## src/sv/gmse_pkg.sv

```systemverilog
// ---------------------------------------------------------------------------
// gmse_pkg
// shared types and constants of the grey-mean-sobel edge stream
// ---------------------------------------------------------------------------
package gmse_pkg;

    localparam int W_W        = 11;    // width register and column counters
    localparam int H_W        = 13;    // height register
    localparam int Y_W        = 12;    // row counters
    localparam int MAX_HEIGHT = 4096;
    localparam int WIN_N      = 9;     // entries of a 3x3 window
    localparam int K_W        = 4;     // window index

    // floor(s/3) for s < 1024 and floor(s/9) for s < 4096 by reciprocal
    localparam logic [14:0] GREY_RECIP = 15'd21846;
    localparam logic [12:0] MEAN_RECIP = 13'd7282;

    // register indexes
    localparam logic [1:0] REG_WIDTH  = 2'd0;
    localparam logic [1:0] REG_HEIGHT = 2'd1;
    localparam logic [1:0] REG_GX     = 2'd2;
    localparam logic [1:0] REG_GY     = 2'd3;

    localparam logic [W_W-1:0] WIDTH_RESET  = 11'd640;
    localparam logic [H_W-1:0] HEIGHT_RESET = 13'd480;

    typedef struct packed {
        logic       operation;
        logic [7:0] red;
        logic [7:0] green;
        logic [7:0] blue;
    } t_in_item;

    typedef struct packed {
        logic [7:0] edge_magnitude;
        logic [7:0] gx_clamped;
        logic [7:0] gy_clamped;
        logic       end_of_frame;
    } t_out_item;

    // one command from the front to the back
    typedef struct packed {
        logic             grey_we;
        logic [7:0]       grey_val;
        logic [W_W-1:0]   grey_x;
        logic [1:0]       grey_y2;
        logic             mean_do;
        logic [W_W-1:0]   mean_x;
        logic [1:0]       mean_y2;
        logic [WIN_N-1:0] mean_mask;
        logic             out_do;
        logic [W_W-1:0]   out_x;
        logic [1:0]       out_y2;
        logic [WIN_N-1:0] out_mask;
        logic             eof;
    } t_cmd;

    typedef struct packed {
        logic pop;
        logic empty;
    } t_q_ctrl;

    typedef enum logic [2:0] {
        B_IDLE,
        B_READ,
        B_MEAN_WR,
        B_CLAMP,
        B_SQUARE,
        B_SUM,
        B_ROOT,
        B_EMIT
    } t_bstate;

    // column and row offset (0..2) of a window entry
    function automatic logic [1:0] win_dx(input logic [K_W-1:0] k);
        logic [1:0] d;
        case (k)
            4'd0, 4'd3, 4'd6: d = 2'd0;
            4'd1, 4'd4, 4'd7: d = 2'd1;
            default:          d = 2'd2;
        endcase
        return d;
    endfunction

    function automatic logic [1:0] win_dy(input logic [K_W-1:0] k);
        logic [1:0] d;
        case (k)
            4'd0, 4'd1, 4'd2: d = 2'd0;
            4'd3, 4'd4, 4'd5: d = 2'd1;
            default:          d = 2'd2;
        endcase
        return d;
    endfunction

endpackage

```

## src/sv/gmse_queue.sv

```systemverilog
// ---------------------------------------------------------------------------
// gmse_queue
// short command queue between front and back
// ---------------------------------------------------------------------------
module gmse_queue
    import gmse_pkg::*;
(
    input  logic    i_clk,
    input  logic    i_rst_n,
    input  logic    i_push,
    input  t_cmd    i_cmd,
    input  t_q_ctrl i_ctrl,
    output logic    o_full,
    output logic    o_empty,
    output t_cmd    o_cmd
);

    localparam int DEPTH = 4;
    localparam int PW    = $clog2(DEPTH);

    t_cmd          r_mem [DEPTH];
    logic [PW-1:0] r_wr, r_rd;
    logic [PW:0]   r_cnt;
    logic          do_pop;

    assign o_full  = (r_cnt == (PW+1)'(DEPTH));
    assign o_empty = (r_cnt == '0);
    assign o_cmd   = r_mem[r_rd];
    assign do_pop  = i_ctrl.pop && !o_empty;

    always_ff @(posedge i_clk) begin
        if (i_push && !o_full) begin
            r_mem[r_wr] <= i_cmd;
        end
    end

    always_ff @(posedge i_clk) begin
        if (!i_rst_n) begin
            r_wr  <= '0;
            r_rd  <= '0;
            r_cnt <= '0;
        end else begin
            if (i_push && !o_full) r_wr <= r_wr + 1'b1;
            if (do_pop) r_rd <= r_rd + 1'b1;
            r_cnt <= r_cnt + (PW+1)'(i_push && !o_full) - (PW+1)'(do_pop);
        end
    end

endmodule

```

## config.mk

```make
export PLATFORM = sky130hd
export DESIGN_NAME = gmse_queue
export DESIGN_NICKNAME = d
export VERILOG_FILES = /design/src/sv/gmse_pkg.sv /design/src/sv/gmse_queue.sv
export SDC_FILE = /design/constraint.sdc
export NUM_CORES = 1
export LEC_CHECK = 0
export ABC_AREA = 1
export BUFFER_PORTS_ARGS = -buffer_cell sky130_fd_sc_hd__buf_4
export CAP_MARGIN = 15
export CORE_MARGIN = 1
export CORE_UTILIZATION = 56
export DETAILED_ROUTE_END_ITERATION = 10
export PLACE_DENSITY_LB_ADDON = 0.12
export SLEW_MARGIN = 5
export SYNTH_ARGS = -nofsm -noshare
export SYNTH_HDL_FRONTEND = slang
export SYNTH_SLANG_ARGS = --single-unit
export TNS_END_PERCENT = 100
```

## constraint.sdc

```tcl
create_clock -name i_clk -period 5.7 [get_ports i_clk]
set_input_delay 1.14 -clock i_clk [delete_from_list [all_inputs] [get_ports i_clk]]
set_output_delay 1.14 -clock i_clk [all_outputs]
set_load 0.02 [all_outputs]
```

==> impl_metrics.ini <==
[pwr]
clkPwrFrac = 0.280
p_switching_w = 0.00177
power_density_nw_per_um2 = 455
p_leak_nw = 4.50
pwr-share-seq = 0.457
swShare = 0.306
p_comb_frac = 0.263
p_int_w = 0.00402
irDropWorstVdd_uv = 286

[setup_path]
critPathLaunchType = flip-flop
worstSetupPathType = flip-flop to output port
crit_arrival_ns = 2.90
worst-path-max-fanout = 84
required_ns = 4.56
end_kind = output port

[detailed_routing]
drc = 0
firstDrtPassIters = 4
wl_per_cell_um = 18.8
postRouteAntennaNets = 0
viasPerCell = 5.72
vias = 6436
drt_iter0_drc = 386
wl_um = 21100

[layout]
antenna_cells = 0
drive_gt1_frac = 0.218
area_growth_syn_to_layout_pct = 19.0
layout.nets = 953
finalNonFillerCells = 1125

[timing]
hold_viol = 0
finalSetupViolations = 0
fmax_ghz = 0.248
relSlewSlack = 0.250
fin_crit_sh = 0.709
slew_violations = 0
worst_slew_pin_slew_ns = 1.12
period_needed_ns = 4.04
rsz0062_at_grt = false
skew_ns = 0.00585
setup_tns_ns = 0

[logic_synthesis]
syn-num-nets = 816
syn_inst = 735
ys_ff_latch = 285
synth_area_per_cell_sq_um = 14.6
yosys_warnings = 0
ys_types = 20
yosysSeqAreaShare = 0.790
syn_area_sq_um = 10700

[global_routing]
grt.met1_usage = 0.259
top_usage_layer = met2
grt_use_met3 = 0.0403
grt_max_degree = 85
grt_pass1_vias = 6460
grt_pass1_wl_um = 32600
antenna_found_initial = 0
grt.overflow.total = 0
use_met2 = 0.390
grtUsageTotal = 0.215

[clock_network]
cts_num_sinks = 285
path_clk_slew_ns = 0.06
clockBufferDepth = 3
postCtsSetupBuffers = 0
numCtsBuffers = 27
cts_resized = 0
h-tree-depth = 1
cts_root_buf = clkbuf_16
clock_latency_ns = 0.50
ctsHoldBuffers = 0
cts_tree = yes

[floorplan]
dieArea_sq_um = 19700
io_pins = 145
initial_utilization = 0.573
die_y_um = 140
die_w_um = 140
coreArea_sq_um = 18700
num_rows = 50

[min_path]
hold_path.class = flip-flop to flip-flop

[placement]
port_buffers = 143
place_congestion = 0.696
dp.cells = 1076
hpwl_um = 11600

[run_status]
status = finished, final reports clean

[run]
maxCapViolCount = 0
==> stage by stage <==
stage          utilization  area, sq um  hold WS [ns]  setup WS, ns  power (W)
2_1_floorplan            -        10700         0.448          1.06    0.00365
3_3_place_gp         0.638        11900         0.465          2.20    0.00417
3_5_place_dp         0.638        11900         0.483          2.10    0.00423
4_1_cts              0.681        12700         0.514          1.56    0.00584
5_1_grt              0.682        12800         0.523          1.39    0.00604
6_report             0.682        12800         0.513          1.66    0.00580
==> worst paths after layout <==
| check | startpoint | endpoint | slack (ns) | cells after the start |
|---|---|---|---|---|
| setup reg to reg | r_cnt[1]$_SDFF_PN0_ | r_mem[1][41]$_DFFE_PP_ | 3.24 | 5 |
| hold / removal | r_rd[0]$_SDFFE_PN0P_ | flip-flop | 0.51 | 2 |
| setup / recovery | flip-flop | o_cmd[36] | 1.66 | 5 |
| hold reg to reg | r_rd[0]$_SDFFE_PN0P_ | flip-flop | 0.51 | 2 |
==> cells by family (layout without fill, tap and decap cells) <==
kind of cell             count (synthesis)  after routing  share of synthesized area
flip-flops                             285            285                      0.790
AO/OA/AOI/OAI                          212            212                      0.107
AND/OR/NAND/NOR                        168            168                     0.0593
buffers and inverters                   63            219                     0.0348
adder cells (fa/ha/maj)                  7              7                    0.00887
==> layout make-up <==
| class | count | area [sq um] |
|---|---|---|
| Timing Repair Buffer | 152 | 1200 |
| Tap cell | 234 | 293 |
| Multi-Input combinational cell | 387 | 1910 |
| Clock inverter | 8 | 67.6 |
| Fill cell | 1274 | 5950 |
| Clock buffer | 40 | 734 |
| Sequential cell | 285 | 8470 |
| Inverter | 19 | 73.8 |
==> synth_stat cells (all sizes together) <==
cell    count  area, sq um
edfxtp    276         8290
nor2      150          563
o21ai     138          691
o22ai      69          432
buf        27          231
inv        19         73.8
clkbuf     17         67.6
nand2      14         52.6
dfxtp       9          180
ha          6         75.1
a21oi       5         25.0
nand3       4         20.0
fa          1         20.0
==> metal layers <==
layer	vias up	part of all wire
met4	0	0.024
met2	176	0.51
met1	3205	0.40
met5	-	0
li1	3018	-
met3	37	0.059
==> power groups by stage <==
| stage | registers, W | logic [W] | clock network (W) |
|---|---|---|---|
| floorplan | 0.00266 | 0.000987 | 0 |
| global placement | 0.00268 | 0.00150 | 0 |
| detailed placement | 0.00269 | 0.00154 | 0 |
| CTS | 0.00265 | 0.00155 | 0.00165 |
| global route | 0.00267 | 0.00165 | 0.00173 |
| finish | 0.00265 | 0.00153 | 0.00162 |
==> registers in the layout, indices dropped and copies added, names as in the netlist, named ones only <==
signal,flops
r_mem,276
r_cnt,3
r_rd,2
r_wr,2
==> cells in the final DEF, fill, tap and decap left out, types with 5 or more instances in the layout <==
cell type,instances
buf_4,147
a21oi_1,5
ha_1,6
nor2_1,146
clkbuf_1,12
nand2_1,14
dfxtp_1,7
o21ai_0,86
clkbuf_16,27
inv_1,17
o21ai_1,52
buf_12,5
o22ai_1,69
edfxtp_1,276
==> critical path, stage by stage (launching register included) <==
cell	delay, ns
dfxtp_4	0.54
inv_4	0.70
buf_4	0.62
nor2_1	0.09
o22ai_1	0.21
buf_4	0.17
Power figures use the tool's default switching activity.
