## src/sv/gmse_pkg.sv

```systemverilog
// ---------------------------------------------------------------------------
// gmse_pkg
// shared types and constants of the grey-mean-sobel edge stream
// ---------------------------------------------------------------------------
package gmse_pkg;

    localparam int W_W        = 11;    // width register and column counters
    localparam int H_W        = 13;    // height register
    localparam int Y_W        = 12;    // row counters
    localparam int MAX_HEIGHT = 4096;
    localparam int WIN_N      = 9;     // entries of a 3x3 window
    localparam int K_W        = 4;     // window index

    // floor(s/3) for s < 1024 and floor(s/9) for s < 4096 by reciprocal
    localparam logic [14:0] GREY_RECIP = 15'd21846;
    localparam logic [12:0] MEAN_RECIP = 13'd7282;

    // register indexes
    localparam logic [1:0] REG_WIDTH  = 2'd0;
    localparam logic [1:0] REG_HEIGHT = 2'd1;
    localparam logic [1:0] REG_GX     = 2'd2;
    localparam logic [1:0] REG_GY     = 2'd3;

    localparam logic [W_W-1:0] WIDTH_RESET  = 11'd640;
    localparam logic [H_W-1:0] HEIGHT_RESET = 13'd480;

    typedef struct packed {
        logic       operation;
        logic [7:0] red;
        logic [7:0] green;
        logic [7:0] blue;
    } t_in_item;

    typedef struct packed {
        logic [7:0] edge_magnitude;
        logic [7:0] gx_clamped;
        logic [7:0] gy_clamped;
        logic       end_of_frame;
    } t_out_item;

    // one command from the front to the back
    typedef struct packed {
        logic             grey_we;
        logic [7:0]       grey_val;
        logic [W_W-1:0]   grey_x;
        logic [1:0]       grey_y2;
        logic             mean_do;
        logic [W_W-1:0]   mean_x;
        logic [1:0]       mean_y2;
        logic [WIN_N-1:0] mean_mask;
        logic             out_do;
        logic [W_W-1:0]   out_x;
        logic [1:0]       out_y2;
        logic [WIN_N-1:0] out_mask;
        logic             eof;
    } t_cmd;

    typedef struct packed {
        logic pop;
        logic empty;
    } t_q_ctrl;

    typedef enum logic [2:0] {
        B_IDLE,
        B_READ,
        B_MEAN_WR,
        B_CLAMP,
        B_SQUARE,
        B_SUM,
        B_ROOT,
        B_EMIT
    } t_bstate;

    // column and row offset (0..2) of a window entry
    function automatic logic [1:0] win_dx(input logic [K_W-1:0] k);
        logic [1:0] d;
        case (k)
            4'd0, 4'd3, 4'd6: d = 2'd0;
            4'd1, 4'd4, 4'd7: d = 2'd1;
            default:          d = 2'd2;
        endcase
        return d;
    endfunction

    function automatic logic [1:0] win_dy(input logic [K_W-1:0] k);
        logic [1:0] d;
        case (k)
            4'd0, 4'd1, 4'd2: d = 2'd0;
            4'd3, 4'd4, 4'd5: d = 2'd1;
            default:          d = 2'd2;
        endcase
        return d;
    endfunction

endpackage

```

## src/sv/gmse_front.sv

```systemverilog
// ---------------------------------------------------------------------------
// gmse_front
// accepts pixels and flushes, tracks frame position, issues back commands
// ---------------------------------------------------------------------------
module gmse_front
    import gmse_pkg::*;
#(
    parameter int MAX_WIDTH = 1024
) (
    input  logic           i_clk,
    input  logic           i_rst_n,
    input  logic           i_valid,
    input  t_in_item       i_data,
    input  logic           i_full,
    input  logic [W_W-1:0] i_width,
    input  logic [H_W-1:0] i_height,
    output logic           o_push,
    output t_cmd           o_cmd
);

    localparam int POS_W = $clog2(MAX_WIDTH * MAX_HEIGHT + 2 * MAX_WIDTH + 4);

    logic             r_frame_done;
    logic [POS_W-1:0] r_pos;
    logic [W_W-1:0]   r_col;
    logic [1:0]       r_row2;
    logic [W_W-1:0]   r_fw;
    logic [H_W-1:0]   r_fh;
    logic [POS_W-1:0] r_total;
    logic [W_W-1:0]   r_mx, r_ox;
    logic [Y_W-1:0]   r_my, r_oy;

    logic             acc, op, fd_start, start, pix, mean_act, out_act, drop, eof;
    logic [POS_W-1:0] pos_e, lag, lag2;
    logic [W_W-1:0]   col_e, mx_e, ox_e, sat_w;
    logic [1:0]       row_e;
    logic [Y_W-1:0]   my_e, oy_e;
    logic [H_W-1:0]   sat_h;
    logic [9:0]       rgb_sum;
    logic [24:0]      grey_prod;

    function automatic logic [WIN_N-1:0] nb_mask(input logic [W_W-1:0] x,
                                                 input logic [Y_W-1:0] y,
                                                 input logic [W_W-1:0] fw,
                                                 input logic [H_W-1:0] fh);
        logic [2:0] cx, cy;
        logic [WIN_N-1:0] m;
        cx[0] = (x != '0);
        cx[1] = 1'b1;
        cx[2] = ((W_W+1)'(x) + 1'b1) < (W_W+1)'(fw);
        cy[0] = (y != '0);
        cy[1] = 1'b1;
        cy[2] = ((H_W+1)'(y) + 1'b1) < (H_W+1)'(fh);
        for (int k = 0; k < WIN_N; k++) begin
            m[k] = cx[k % 3] & cy[k / 3];
        end
        return m;
    endfunction

    always_comb begin
        acc      = i_valid && !i_full;
        op       = i_data.operation;
        fd_start = r_frame_done;
        pos_e    = fd_start ? '0 : r_pos;
        col_e    = fd_start ? '0 : r_col;
        row_e    = fd_start ? '0 : r_row2;
        start    = (pos_e == '0) && !op;
        mx_e     = start ? '0 : r_mx;
        my_e     = start ? '0 : r_my;
        ox_e     = start ? '0 : r_ox;
        oy_e     = start ? '0 : r_oy;

        sat_w = i_width;
        if (i_width == '0) sat_w = W_W'(1);
        else if (32'(i_width) > MAX_WIDTH) sat_w = W_W'(MAX_WIDTH);
        sat_h = i_height;
        if (i_height == '0) sat_h = H_W'(1);
        else if (32'(i_height) > MAX_HEIGHT) sat_h = H_W'(MAX_HEIGHT);

        // at frame start no window is due yet, so the old size is never used
        lag      = POS_W'(r_fw) + 1'b1;
        lag2     = lag + lag;
        pix      = start || (pos_e < r_total);
        mean_act = !start && (pos_e >= lag) && ((pos_e - lag) < r_total);
        out_act  = !start && (pos_e >= lag2) && ((pos_e - lag2) < r_total);
        eof      = (ox_e == r_fw - 1'b1) && (13'(oy_e) == r_fh - 1'b1);

        // flush after the frame, or flush while pixels are still due
        drop = (r_frame_done && op) || (pix && op);

        rgb_sum   = 10'(i_data.red) + 10'(i_data.green) + 10'(i_data.blue);
        grey_prod = 25'(rgb_sum) * 25'(GREY_RECIP);

        o_cmd.grey_we   = pix && !op;
        o_cmd.grey_val  = grey_prod[23:16];
        o_cmd.grey_x    = col_e;
        o_cmd.grey_y2   = row_e;
        o_cmd.mean_do   = mean_act;
        o_cmd.mean_x    = mx_e;
        o_cmd.mean_y2   = my_e[1:0];
        o_cmd.mean_mask = nb_mask(mx_e, my_e, r_fw, r_fh);
        o_cmd.out_do    = out_act;
        o_cmd.out_x     = ox_e;
        o_cmd.out_y2    = oy_e[1:0];
        o_cmd.out_mask  = nb_mask(ox_e, oy_e, r_fw, r_fh);
        o_cmd.eof       = eof;
        o_push          = acc && !drop;
    end

    always_ff @(posedge i_clk) begin
        if (!i_rst_n) begin
            r_frame_done <= 1'b0;
            r_pos        <= '0;
            r_col        <= '0;
            r_row2       <= '0;
            r_fw         <= WIDTH_RESET;
            r_fh         <= HEIGHT_RESET;
            r_total      <= POS_W'(WIDTH_RESET) * POS_W'(HEIGHT_RESET);
            r_mx         <= '0;
            r_my         <= '0;
            r_ox         <= '0;
            r_oy         <= '0;
        end else if (o_push) begin
            if (start) begin
                r_fw    <= sat_w;
                r_fh    <= sat_h;
                r_total <= POS_W'(sat_w) * POS_W'(sat_h);
            end
            r_frame_done <= out_act && eof;
            r_pos        <= pos_e + 1'b1;
            if (col_e + 1'b1 == (start ? sat_w : r_fw)) begin
                r_col  <= '0;
                r_row2 <= row_e + 1'b1;
            end else begin
                r_col  <= col_e + 1'b1;
                r_row2 <= row_e;
            end
            r_mx <= mx_e;
            r_my <= my_e;
            if (mean_act) begin
                if (mx_e + 1'b1 == r_fw) begin
                    r_mx <= '0;
                    r_my <= my_e + 1'b1;
                end else begin
                    r_mx <= mx_e + 1'b1;
                end
            end
            r_ox <= ox_e;
            r_oy <= oy_e;
            if (out_act) begin
                if (ox_e + 1'b1 == r_fw) begin
                    r_ox <= '0;
                    r_oy <= oy_e + 1'b1;
                end else begin
                    r_ox <= ox_e + 1'b1;
                end
            end
        end
    end

endmodule

```

## config.mk

```make
export PLATFORM = sky130hd
export DESIGN_NAME = gmse_front
export DESIGN_NICKNAME = d
export VERILOG_FILES = /design/src/sv/gmse_pkg.sv /design/src/sv/gmse_front.sv
export SDC_FILE = /design/constraint.sdc
export NUM_CORES = 1
export LEC_CHECK = 0
export ABC_AREA = 1
export ABC_CLOCK_PERIOD_IN_PS = 6900
export BUFFER_PORTS_ARGS = -buffer_cell sky130_fd_sc_hd__clkbuf_2
export CORE_MARGIN = 2
export CORE_UTILIZATION = 50
export DETAILED_ROUTE_END_ITERATION = 10
export PLACE_DENSITY_LB_ADDON = 0.2
export SLEW_MARGIN = 20
export SYNTH_ARGS = -nofsm -noshare
export SYNTH_HDL_FRONTEND = slang
export SYNTH_SLANG_ARGS = --single-unit
```

## constraint.sdc

```tcl
create_clock -name i_clk -period 6.9 [get_ports i_clk]
set_clock_uncertainty 0.1 [all_clocks]
set_input_delay 0.345 -clock i_clk [delete_from_list [all_inputs] [get_ports i_clk]]
set_output_delay 0.345 -clock i_clk [all_outputs]
set_load 0.03 [all_outputs]
```

==> flow_summary.yaml, run 1 <==
yosys:
  yosysMostFrequentCell: "nand2_1"
  synth.top_cells.by_area: "ha_1 (17%), fa_1 (13%), dfxtp_1 (13%)"
  yosysWarnings: 0
  synth_edf_count: 0
  synth-seq-cells: 130
  netlist_instances: 3002
  avgSynthCellArea_sq_um: 6.77
  netlist_area_sq_mm: 0.0203
  yosysSeqAreaShare: 0.128
  yosys.area.top_type: "ha_1"
  ys_types: 48
  async_reset_ff_frac: 0
  synthTopCellsByCount: "nand2_1 (605), inv_1 (537), ha_1 (282)"
  yosysTopAreaCellShare: 0.174
  synth_ff_type: "dfxtp_1"
worst_setup_path:
  worst-path-max-fanout: 4
  startpoint: "i_data[1]"
  critical_path_class: "input port to output port"
  crit_top_cell: "inv_1"
  startpoint_type: "input port"
  critPathMaxStageDelay_ps: 540
  crit_required_ps: 6450
  crit_path_end_kind: "output port"
  r2r_slack_ps: 480
  cp_slowest_cell: "fa_1"
  cp.arrival_ps: 6230
  reg2reg_from: "r_fw[2]$_SDFFE_PN0P_"
sta:
  maxSlewHeadroom: 0.507
  fmax_ghz: 0.150
  finalHoldViolations: 0
  setup_slack_ps: 222
  setup_viol: 0
  fin_crit_ps: 6680
  drv_slew: 0
  fin_crit_sh: 0.968
  worst_pin_slew_ps: 739
drt:
  drt-wirelength-per-cell_um: 16.9
  vias: 20200
  dr.pass1.iters: 6
  wl_um: 61800
  drtIter0Drc: 1457
  viasPerCell: 5.52
  post-route-drc-count: 0
  drtAntennaViolNets: 0
cts:
  cts_tree: "built"
  h-tree-depth: 4
  cts_buffers: 17
  clock_latency_ps: 450
  numClockSinks: 130
  root_buffer: "clkbuf_16"
  clk_pin_slew_ps: 60
  cts_buffer_depth: 2
floorplanning:
  dieWidth_um: 206
  initial_core_util: 0.509
  die_h_um: 206
  die_area_sq_mm: 0.0423
  rows: 73
  boundaryPins: 123
  core-area_sq_mm: 0.0399
final_layout:
  drive_above_1_share: 0.0892
  diodes: 0
  areaGrowthSynthToFinish_pct: 10.1
  nets: 3596
  finalNonFillerCells: 3664
grt:
  grt_pass1_vias: 19300
  grt_use_total: 0.295
  antenna_found_initial: 0
  overflow: 0
  grt_pass1_wl_um: 99000
  grt_max_degree: 101
place:
  post-place-ws_ps: -187
  io_buffer_count: 120
  placed_cells: 3623
  gp_congestion: 0.948
  dp_hpwl_um: 50100
power:
  vdd_drop_max_uv: 1860
  p_leak_nw: 11.9
  powerDensity_mw_per_mm2: 511
flow_run:
  drv_cap: 0
worst_hold_path:
  holdCritStartpoint: "i_height[10]"
  min_path_type: "input port to register"
run_status:
  status: "finished clean"
-- cells by family (layout without fill, tap and decap cells) --
| family | count (synthesis) | in the layout | share of synthesized area |
|---|---|---|---|
| flops | 130 | 130 | 0.128 |
| buf+inv | 626 | 762 | 0.119 |
| xor+xnor | 157 | 157 | 0.0683 |
| other cells | 1 | 2 | 0.000184 |
| simple gates | 1197 | 1197 | 0.252 |
| fa+ha+maj | 417 | 417 | 0.306 |
| compound gates | 474 | 474 | 0.126 |
-- registers in the layout, indices dropped and copies added, names as in the netlist --
register	count
r_row2	2
fd_start	1
r_fw	11
r_total	23
r_pos	23
r_ox	11
r_mx	11
r_col	11
r_fh	13
r_oy	12
r_my	12
-- cell usage in the layout (no fill, tap or decap), drive strengths merged, types with 7 or more instances in the layout --
master	n
a21oi	242
fa	135
nand4	57
o211ai	16
o21bai	12
dfxtp	130
nor3	43
ha	282
inv	551
xnor2	28
clkbuf	136
clkinv	13
nor2	285
xor2	128
nor4	15
buf	57
a31oi	15
a21o	7
o21a	12
and2	7
o21ai	150
nand3	156
nand2	619
-- area by class of cell --
class	count	area, sq um
timing repair buffer	174	1030
sequential	130	2600
inverter	556	2090
fill	3950	17500
multi-input combinational	2247	15400
clock buffer	19	443
clock inverter	13	138
tap	525	657
-- worst paths after layout --
path | to | cells after the start
worst max-delay path | o_cmd[66] | 33
worst min-delay path | r_fh[10]$_SDFFE_PN0P_ | 3
worst max register to register | r_mx[1]$_SDFFE_PN0P_ | 29
worst min register to register | r_col[10]$_SDFFE_PN0P_ | 2
-- critical path, delay by kind of cell --
kind,cells,cell delay [ps]
XOR/XNOR,2,330
adder cells (fa/ha/maj),9,3530
buffers and inverters,13,1100
AND/OR/NAND/NOR,7,670
AO/OA/AOI/OAI,2,240
-- where the power goes --
group,switching (mW),internal (mW),leakage (nW)
logic,6.08,3.62,10.6
registers,0.0330,0.788,1.06
clock network,0.376,0.539,0.279
total,6.49,4.95,11.9
-- per-layer routing --
layer	wire [um]	global-route usage
met2	27500	0.471
met3	4140	0.0466
met1	28500	0.410
met5	0	0
met4	1580	0.0858
-- stage by stage --
step / cell area, sq um / total power [mW] / setup TNS (ps) / util / hold WS, ps
after floorplan: 20300 / 7.27 / 0 / - / 340
after global placement: 21600 / 9.49 / -8.56 / 0.542 / 353
after detailed placement: 21600 / 9.66 / -187 / 0.542 / 357
after CTS: 22200 / 10.7 / 0 / 0.557 / 245
after global routing: 22400 / 12.6 / -126 / 0.561 / 264
final: 22400 / 11.4 / 0 / 0.561 / 252
-- what timing repair did --
| action | 4_1_cts | 5_1_grt |
|---|---|---|
| buffers inserted | 0 | 9 |
| gates resized for setup | 7 | 29 |
| pin swaps | 1 | 18 |
| setup endpoints to repair | 2 | 7 |
| hold buffers | 0 | 0 |
No activity file was read; power rests on OpenSTA's default activity.
==> run 2: changes to the inputs <==
Settings changed: CORE_ASPECT_RATIO from default to 1.5, TNS_END_PERCENT from default to 20.
==> run 2 against run 1 <==
Against the previous run: count of clock-buffer cells in the layout decreased by 1; utilization decreased by 0.33 points; final cell count decreased by 0.57%; clock power increased by 10%; cell area increased by 0.12%; setup slack improved by 94 ps; sequential share of layout area about the same; non-clock buffer count decreased by 2; register-to-register slack improved by 30 ps; critical path depth unchanged; first-iteration DRC count decreased by 28%; via count increased by 0.54%; critical endpoint is now o_cmd[67].
==> flow_summary.yaml, run 2 (same netlist as run 1, synthesis figures left out) <==
grt:
  grt_pass1_wl_um: 101000
  overflow: 0
  grt_max_degree: 92
  antenna_found_initial: 0
  grt_use_total: 0.298
  grt_pass1_vias: 20100
place:
  post-place-ws_ps: -193
  gp_congestion: 0.947
  io_buffer_count: 120
  dp_hpwl_um: 51600
  placed_area_sq_mm: 0.0216
sta:
  drv_slew: 0
  finalHoldViolations: 0
  maxSlewHeadroom: 0.310
  setup_viol: 0
  fin_crit_sh: 0.954
  hold-worst-slack_ps: 223
  worst_pin_slew_ps: 1030
  fin_crit_ps: 6580
  setup_slack_ps: 316
  fmax_ghz: 0.152
power:
  p_sw_mw: 6.59
  p_clk_frac: 0.087
  switching_share: 0.573
  power_mw: 11.5
  p_leak_nw: 11.9
  seqPwrFrac: 0.071
  powerDensity_mw_per_mm2: 513
  p_int_mw: 4.92
  vdd_drop_max_uv: 866
  comb_power_share: 0.841
floorplanning:
  rows: 90
  dieWidth_um: 169
  die_area_sq_mm: 0.0423
  boundaryPins: 123
  core-area_sq_mm: 0.0402
  die_h_um: 251
  initial_core_util: 0.506
flow_run:
  drv_cap: 0
worst_setup_path:
  crit_required_ps: 6450
  worst-path-max-fanout: 5
  critical_path_class: "input port to output port"
  cp.arrival_ps: 6140
  crit_path_end_kind: "output port"
  cp_slowest_cell: "fa_1"
  crit_top_cell: "inv_1"
  reg2reg_from: "r_fw[2]$_SDFFE_PN0P_"
  critPathMaxStageDelay_ps: 540
  r2r_cells: 29
  r2r_slack_ps: 510
  startpoint_type: "input port"
  startpoint: "i_data[1]"
final_layout:
  areaGrowthSynthToFinish_pct: 10.3
  final_area_sq_mm: 0.0224
  final_cell_mix: "nand2_1 (602), inv_1 (535), ha_1 (277), nor2_1 (273), a21oi_1 (237)"
  diodes: 0
  nets: 3594
  final_common_cell: "nand2_1"
  drive_above_1_share: 0.0893
  largestRegisters: "r_pos: 23 flops, r_total: 23 flops, r_fh: 13 flops"
worst_hold_path:
  min_path_type: "input port to register"
  holdCritStartpoint: "i_height[9]"
  hold_path_depth: 4
cts:
  cts_hold_buffers: 0
  cts_buffer_depth: 2
  root_buffer: "clkbuf_16"
  clk_pin_slew_ps: 70
  cts_buffers: 17
  numClockSinks: 130
  clock_latency_ps: 450
  cts_tree: "built"
  h-tree-depth: 4
drt:
  drt-wirelength-per-cell_um: 17.4
  drtIter0Drc: 1050
  viasPerCell: 5.58
  post-route-drc-count: 0
  wl_um: 63300
  dr.pass1.iters: 5
  drtAntennaViolNets: 0
  vias: 20300
run_status:
  status: "finished clean"
==> run 2: changes by cell type in the layout (fill, tap and decap cells not counted), sizes merged <==
cell    before  now
clkinv      13    7
buf         57   54
inv        551  557
bufinv       2    3
==> run 2: metal layers <==
layer	global-route usage	wire length (um)
met1	0.335	24400
met2	0.549	32200
met3	0.0249	2800
met4	0.173	3870
met5	0	0
==> run 2: metrics by stage <==
| stage | cells | setup TNS (ps) | util |
|---|---|---|---|
| after floorplan | 3003 | 0 | - |
| after global placement | 3607 | 0 | 0.537 |
| after detailed placement | 3607 | -214 | 0.537 |
| after CTS | 3640 | 0 | 0.554 |
| after global routing | 3643 | -109 | 0.558 |
| final | 3643 | 0 | 0.558 |
==> run 2: power groups by stage <==
| stage | Sequential [mW] | Combinational (mW) | Clock, mW |
|---|---|---|---|
| 3_5_place_dp | 0.835 | 8.99 | 0 |
| 6_report | 0.820 | 9.68 | 1.01 |
| 4_1_cts | 0.818 | 9.09 | 1.02 |
| 3_3_place_gp | 0.834 | 8.75 | 0 |
| 5_1_grt | 0.823 | 10.8 | 1.04 |
| 2_1_floorplan | 0.824 | 6.44 | 0 |
==> run 2: worst max-delay path: cells and delay by family <==
family | cells | cell delay, ps
AO/OA/AOI/OAI | 6 | 840
XOR/XNOR | 4 | 800
adder cells (fa/ha/maj) | 8 | 2990
buffers and inverters | 11 | 810
AND/OR/NAND/NOR | 4 | 310
==> run 2: final timing paths <==
kind	to
max	o_cmd[67]
min	r_fh[9]$_SDFFE_PN0P_
max reg2reg	r_my[7]$_SDFFE_PN0P_
min reg2reg	r_total[14]$_SDFFE_PN0P_
==> run 2: timing repair <==
item | 4_1_cts | 5_1_grt
pin swaps | 4 | 14
buffers inserted | 1 | 3
setup endpoints to repair | 2 | 9
gates resized for setup | 9 | 30
==> run 2: layout make-up <==
cell class / count / area (sq um)
clock buffer: 18 / 439
multi-input combinational: 2247 / 15500
sequential: 130 / 2600
inverter: 556 / 2090
tap: 506 / 633
timing repair buffer: 172 / 1000
fill: 3908 / 17800
clock inverter: 14 / 193
